<file path="config.mk">
export PLATFORM = sky130hd
export DESIGN_NAME = bbpa_word_scan
export DESIGN_NICKNAME = d
export VERILOG_FILES = /design/src/rtl/bbpa_pkg.sv /design/src/rtl/bbpa_word_scan.sv
export SDC_FILE = /design/constraint.sdc
export NUM_CORES = 1
export LEC_CHECK = 0
export ABC_AREA = 0
export CORE_MARGIN = 8
export CORE_UTILIZATION = 40
export DETAILED_ROUTE_END_ITERATION = 12
export DONT_BUFFER_PORTS = 1
export MAX_ROUTING_LAYER = met4
export PLACE_DENSITY_LB_ADDON = 0.3
export SYNTH_ARGS = -nofsm -noshare
export SYNTH_HDL_FRONTEND = slang
export SYNTH_SLANG_ARGS = --single-unit
</file>
<file path="constraint.sdc">
create_clock -name vclk -period 14.8
set_input_delay 2.96 -clock vclk [all_inputs]
set_output_delay 2.96 -clock vclk [all_outputs]
set_load 0.05 [all_outputs]
</file>
<file path="src/rtl/bbpa_pkg.sv">
// Shared types, constants and mask helpers for the bitmap byte pool allocator.
`timescale 1ns / 1ps
`default_nettype none
package bbpa_pkg;

    localparam int LEN_W  = 26;   // element_size * element_count
    localparam int WORD_W = 32;   // bytes covered by one bitmap word

    localparam logic       OP_ALLOC = 1'b0;
    localparam logic       OP_FREE  = 1'b1;

    localparam logic [1:0] ST_DONE  = 2'd0;
    localparam logic [1:0] ST_NOFIT = 2'd1;
    localparam logic [1:0] ST_RANGE = 2'd2;

    typedef struct packed {
        logic       found;
        logic [4:0] end_bit;
    } scan_res_t;

    // ones in bits [0, n), n in 0..32
    function automatic logic [WORD_W-1:0] low_mask(input logic [5:0] n);
        logic [63:0] m;
        m = (64'd1 << n) - 64'd1;
        return m[WORD_W-1:0];
    endfunction

    // ones in bits [lo, hi)
    function automatic logic [WORD_W-1:0] range_mask(input logic [5:0] lo,
                                                     input logic [5:0] hi);
        return low_mask(hi) & ~low_mask(lo);
    endfunction

endpackage
`default_nettype wire

</file>
<file path="src/rtl/bbpa_word_scan.sv">
// First-fit free run detector over one bitmap word, with the run carried in.
`timescale 1ns / 1ps
`default_nettype none
module bbpa_word_scan
    import bbpa_pkg::*;
#(
    parameter int RUN_W = 13
) (
    input  wire logic [WORD_W-1:0] used,
    input  wire logic [5:0]        nvalid,
    input  wire logic [RUN_W-1:0]  run_in,
    input  wire logic [LEN_W-1:0]  len,
    output scan_res_t              res,
    output logic      [RUN_W-1:0]  run_out
);

    localparam int XW = (LEN_W > RUN_W ? LEN_W : RUN_W) + 2;

    logic [WORD_W-1:0] free_bits;
    logic [WORD_W-1:0] tail;
    logic [63:0]       g [0:5];
    logic [63:0]       win;
    logic [6:0]        off;
    logic [WORD_W-1:0] cand;
    logic [XW-1:0]     run_x;
    logic [XW-1:0]     len_x;
    logic [XW-1:0]     b0_x;
    logic [WORD_W-1:0] long_mask;
    logic              long_ok;
    logic              short_ok;
    logic [4:0]        short_bit;
    logic [5:0]        lead;

    always_comb begin
        free_bits = ~used & low_mask(nvalid);
        run_x     = XW'(run_in);
        len_x     = XW'(len);
        if (run_x >= XW'(WORD_W)) begin
            tail = '1;
        end else begin
            tail = ~({WORD_W{1'b1}} >> run_in[4:0]);
        end

        // g[j][i]: 2**j free bytes end at position i
        g[0] = {free_bits, tail};
        for (int j = 1; j < 6; j++) begin
            g[j] = g[j-1] & (g[j-1] << (1 << (j - 1)));
        end
        win = '1;
        off = '0;
        for (int j = 0; j < 6; j++) begin
            if (len[j]) begin
                win = win & (g[j] << off);
                off = off + 7'(1 << j);
            end
        end
        cand = win[63:32];

        short_ok  = |cand;
        short_bit = '0;
        for (int i = WORD_W - 1; i >= 0; i--) begin
            if (cand[i]) begin
                short_bit = 5'(i);
            end
        end

        // long runs must start at or before bit 0 of this word
        b0_x      = len_x - XW'(1) - run_x;
        long_mask = low_mask(6'(b0_x[4:0]) + 6'd1);
        long_ok   = (run_x + XW'(WORD_W) >= len_x) && (run_x < len_x)
                    && ((free_bits & long_mask) == long_mask);

        if (len_x <= XW'(WORD_W)) begin
            res.found   = short_ok;
            res.end_bit = short_bit;
        end else begin
            res.found   = long_ok;
            res.end_bit = b0_x[4:0];
        end

        lead = '0;
        for (int i = 0; i < WORD_W; i++) begin
            if (!free_bits[i]) begin
                lead = 6'(WORD_W - 1 - i);
            end
        end
        if (free_bits == '1) begin
            run_out = RUN_W'(run_x + XW'(WORD_W));
        end else begin
            run_out = RUN_W'(lead);
        end
    end

endmodule
`default_nettype wire

</file>
## After elaboration in Yosys (flattened, before gate mapping)

Cells that the tools add are included.

| cells by class | value |
|---|---|
| $add $sub $neg | 10 |
| magnitude comparators | 4 |
| eq/ne operators | 2 |
| shift-type cells | 8 |
| muxes and demuxes | 78 |
| bitwise operators | 14 |
| reduce and logical (&&, ||, !) cells | 3 |

Operators by type and width:

| cell | number |
|---|---|
| $and 64x64->64 | 10 |
| $mux 64 | 6 |
| $shl 64x7->64 | 4 |
| $mux 6 | 32 |
| $mux 5 | 33 |
| $and 32x32->32 | 2 |
| $not 32->32 | 2 |
| $shl 1x6->32 const A | 2 |
| $shl 64x1->64 | 1 |
| $sub 32x1->32 const B | 2 |
| $eq 32x32->1 | 1 |
| $eq 32x32->1 const B | 1 |
| $mux 32 | 1 |
| $reduce_or 32->1 | 1 |
| $shr 32x5->32 const A | 1 |
| $mux 7 | 4 |
| $ge 14x26->1 | 1 |
| $le 26x6->1 const B | 1 |
| $lt 13x26->1 | 1 |
| $add 13x6->14 const B | 1 |
| $ge 13x6->1 const B | 1 |
| $mux 13 | 1 |
| $add 7x3->7 const B | 1 |
| $add 7x4->7 const B | 1 |
| 7 further kinds | 8 |

| storage, ports and cells | value |
|---|---|
| bits in registers | 0 |
| bits of input ports | 77 |
| output and inout bits | 19 |
| logic and storage cells | 119 |

## Logic depth before layout (Yosys ltp)

| logic depth | value |
|---|---|
| depth after elaboration | 48 |
| mapped depth | 23 |
| mapped depth without buffers | 20 |

## Worst setup path after synthesis

No wires, ideal clock.

| path | value |
|---|---|
| kind | in2out |
| from | input port nvalid[2] |
| to | output port res[4] in the netlist's numbering |
| arrival | 8.775 ns |
| data required time | 11.840 ns |
| slack | 3.065 ns |
| cell stages on the path | 19 |
| path buffers | 3 |
| cell sequence | buf_2 > buf_2 > nor4_2 > nand2_1 > ha_1 > buf_2 > or4_1 > a21oi_1 > o21ai_0 > or4_4 > and2_1 > or3_1 > o211a_1 > a211o_1 > or4_1 > and2_1 > nand3b_1 > nor2_1 > o32ai_1 |

RTL lines:

| item | line | source |
|---|---|---|
| from (decl) | bbpa_word_scan.sv:10 | `input wire logic [5:0] nvalid,` |
| to (decl) | bbpa_word_scan.sv:13 | `output scan_res_t res,` |

==> impl_results.md <==
- Share of layout cells above drive strength 1: 6.90%
- Wire length of the first global-routing pass: 117000 um
- Synth Net Count: 2066
- Die Width: 189 um
- Accumulated negative setup slack: 0 ns
- Worst path required time: 11.84 ns
- Setup repair after global routing missed its margin: no
- Register cell area after layout: 0 um2
- Critical Path Sink Type: output pin
- Via count of the first global-routing pass: 16574
- Clock buffer count: 0
- Synth top area cells: o21ai_0, a21oi_1, nor2_1, nand2_1, clkbuf_1
- Sum of net half-perimeters after detailed placement: 62800 um
- Cells after synthesis: 1958
- Final critical delay including setup and external delays: 12.94 ns
- Worst min-delay path category: input port to output pin
- Die H: 189 um
- Critical Path Max Stage Delay: 0.98 ns
- Count of distinct cell types in the synthesized netlist: 102
- Hold buffer count at CTS: 0
- Fmax: 77.3 MHz
- Die Outline Area: 35800 um2
- ANT nets after route: 0
- Area grow syn2layout: 1.90%
- Antenna violations before repair: 2
- Count of pins over their slew limit: 1
- I/O pin cnt: 96
- Synth area leader: o21ai_0
- Count of input and output buffers: 0
- Count of cells resized by post-cts repair: 0
- Fraction of synthesized cell area taken by the top area cell type: 6.43%
- GR Overflow Total: 0
- Starting density of the core: 40.5%
- Post-route fraction of the period consumed by the critical path: 87.4%
- First-iteration detailed-routing DRC count: 3350
- Cells along the critical path: nor3_2 -> nand3_1 -> ha_1 -> nor4_1 -> a21boi_0 -> o21ai_1 -> a2111oi_0 -> a31oi_1 -> o22ai_1 -> o211ai_1 -> a221oi_1 -> nor2_1 -> o21ai_0 -> a211o_1 -> or4b_1 -> o2bb2ai_1
- Routed wire length: 81100 um
- Total global routing track utilization: 44.1%
- Vias: 18349
- Startpoint type of the worst setup path: input port
- Max Fanout on Critical Path: 38
- Num sequential: 0
- Transition time at the pin with the least slew margin: 1.48 ns
- Data arrival time of the worst path: 9.98 ns
- Synthesized area: 12000 um2
- Average wire per standard cell: 36.4 um
- Maximum capacitance violations: 1
- Final Hold Fails: 0
- Portion of the post-synthesis area used by sequential elements: 0%
- Number of nets at the end of the flow: 1950
- Ys Warns: 0
- Number of optimization iterations in the first detailed-route pass: 7
- DRC violations left: 0
- Violated checks: capacitance limit, slew limit
- Number of endpoints failing setup at the final stage: 0
- Remaining max-slew budget at the tightest pin: -0.0410%
- Core region area: 29600 um2
- Maximum number of pins on one net before global-route repair: 139
- Average footprint of a synthesized cell: 6.12 um2
- Routability congestion estimate: 1.09
- Status: finished, violations left
- Detailed-route vias per instance: 8.22
- Setup CP Type: input port to output pin
- Library cell contributing the largest single delay on the critical path: a21boi_0
- Num rows: 63
- Post-CTS setup repair buffer count: 0
## cell usage after synthesis, types with 20 or more instances
cell type,n
clkbuf_1,117
a211oi_1,57
a31oi_1,39
nor3_1,87
o31ai_1,33
a21oi_1,146
nand3_1,80
inv_1,27
o211ai_1,52
a21o_1,29
nand4_1,44
or4_1,21
or3_1,24
buf_1,20
o21a_1,28
buf_2,23
nand2b_1,28
ha_1,30
nand2_1,165
o22ai_1,35
nor2_1,192
o21ai_0,154
or2_2,23
nor4_1,60
## worst paths after layout
kind / start / endpoint / slack [ns] / cells past startpoint
max: nvalid[5] / res[0] / 1.86 / 16
min: run_in[5] / run_out[5] / 6.10 / 1
## cells by family after synthesis
kind of cell	after synthesis	synth area share (%)
buf+inv	196	6.45
mux	33	3.67
other cells	1	0.0313
simple gates	831	36.3
xor+xnor	14	1.02
fa+ha+maj	32	3.38
compound gates	851	49.1
## critical path: cells and delay by family
kind,cells,cell delay (ns)
compound gates,10,4.84
fa+ha+maj,1,0.40
simple gates,5,1.76
## layout by cell type, fill, tap and decap left out, types with 15 or more instances in the layout
master       n
a2111oi_0   15
a211o_1     19
a211oi_1    57
a21o_1      29
a21oi_1    146
a221oi_1    18
a22oi_1     18
a31oi_1     39
a32oi_1     19
and2_1      15
buf_4       45
ha_1        30
inv_1       25
mux2i_1     18
nand2_1    165
nand2b_1    28
nand3_1     80
nand4_1     44
nor2_1     192
nor2b_1     19
nor3_1      85
nor4_1      59
o211ai_1    52
o21a_1      28
o21ai_0    153
o21ai_1     15
o22ai_1     35
o31ai_1     31
or2_2       23
or3_1       24
or4_1       21
## layer usage
layer | vias up | GRT usage [%] | part of all wire (%)
met5 | - | - | 0
met4 | 0 | 23.8 | 7.5
met3 | 396 | 12.4 | 14
met2 | 1780 | 63.1 | 41
met1 | 8571 | 55.4 | 37
li1 | 7602 | - | -
## metrics by stage
| step | std cells | util, % | hold WS [ns] | area [um2] | setup WS (ns) |
|---|---|---|---|---|---|
| final | 2231 | 41.3 | 6.10 | 12200 | 1.86 |
| after global routing | 2231 | 41.3 | 6.11 | 12200 | 1.77 |
| after CTS | 2230 | 41.3 | 6.10 | 12200 | 2.24 |
| after detailed placement | 2230 | 41.3 | 6.10 | 12200 | 2.28 |
| after global placement | 2230 | 41.3 | 6.10 | 12200 | 2.04 |
| after floorplan | 1958 | - | 6.10 | 12000 | 3.06 |
## final cells by class
class / count / area (um2)
fill: 3303 / 17300
multi-input combinational: 1762 / 11300
antenna: 1 / 2.50
tap: 390 / 488
timing repair buffer: 45 / 338
inverter: 33 / 124
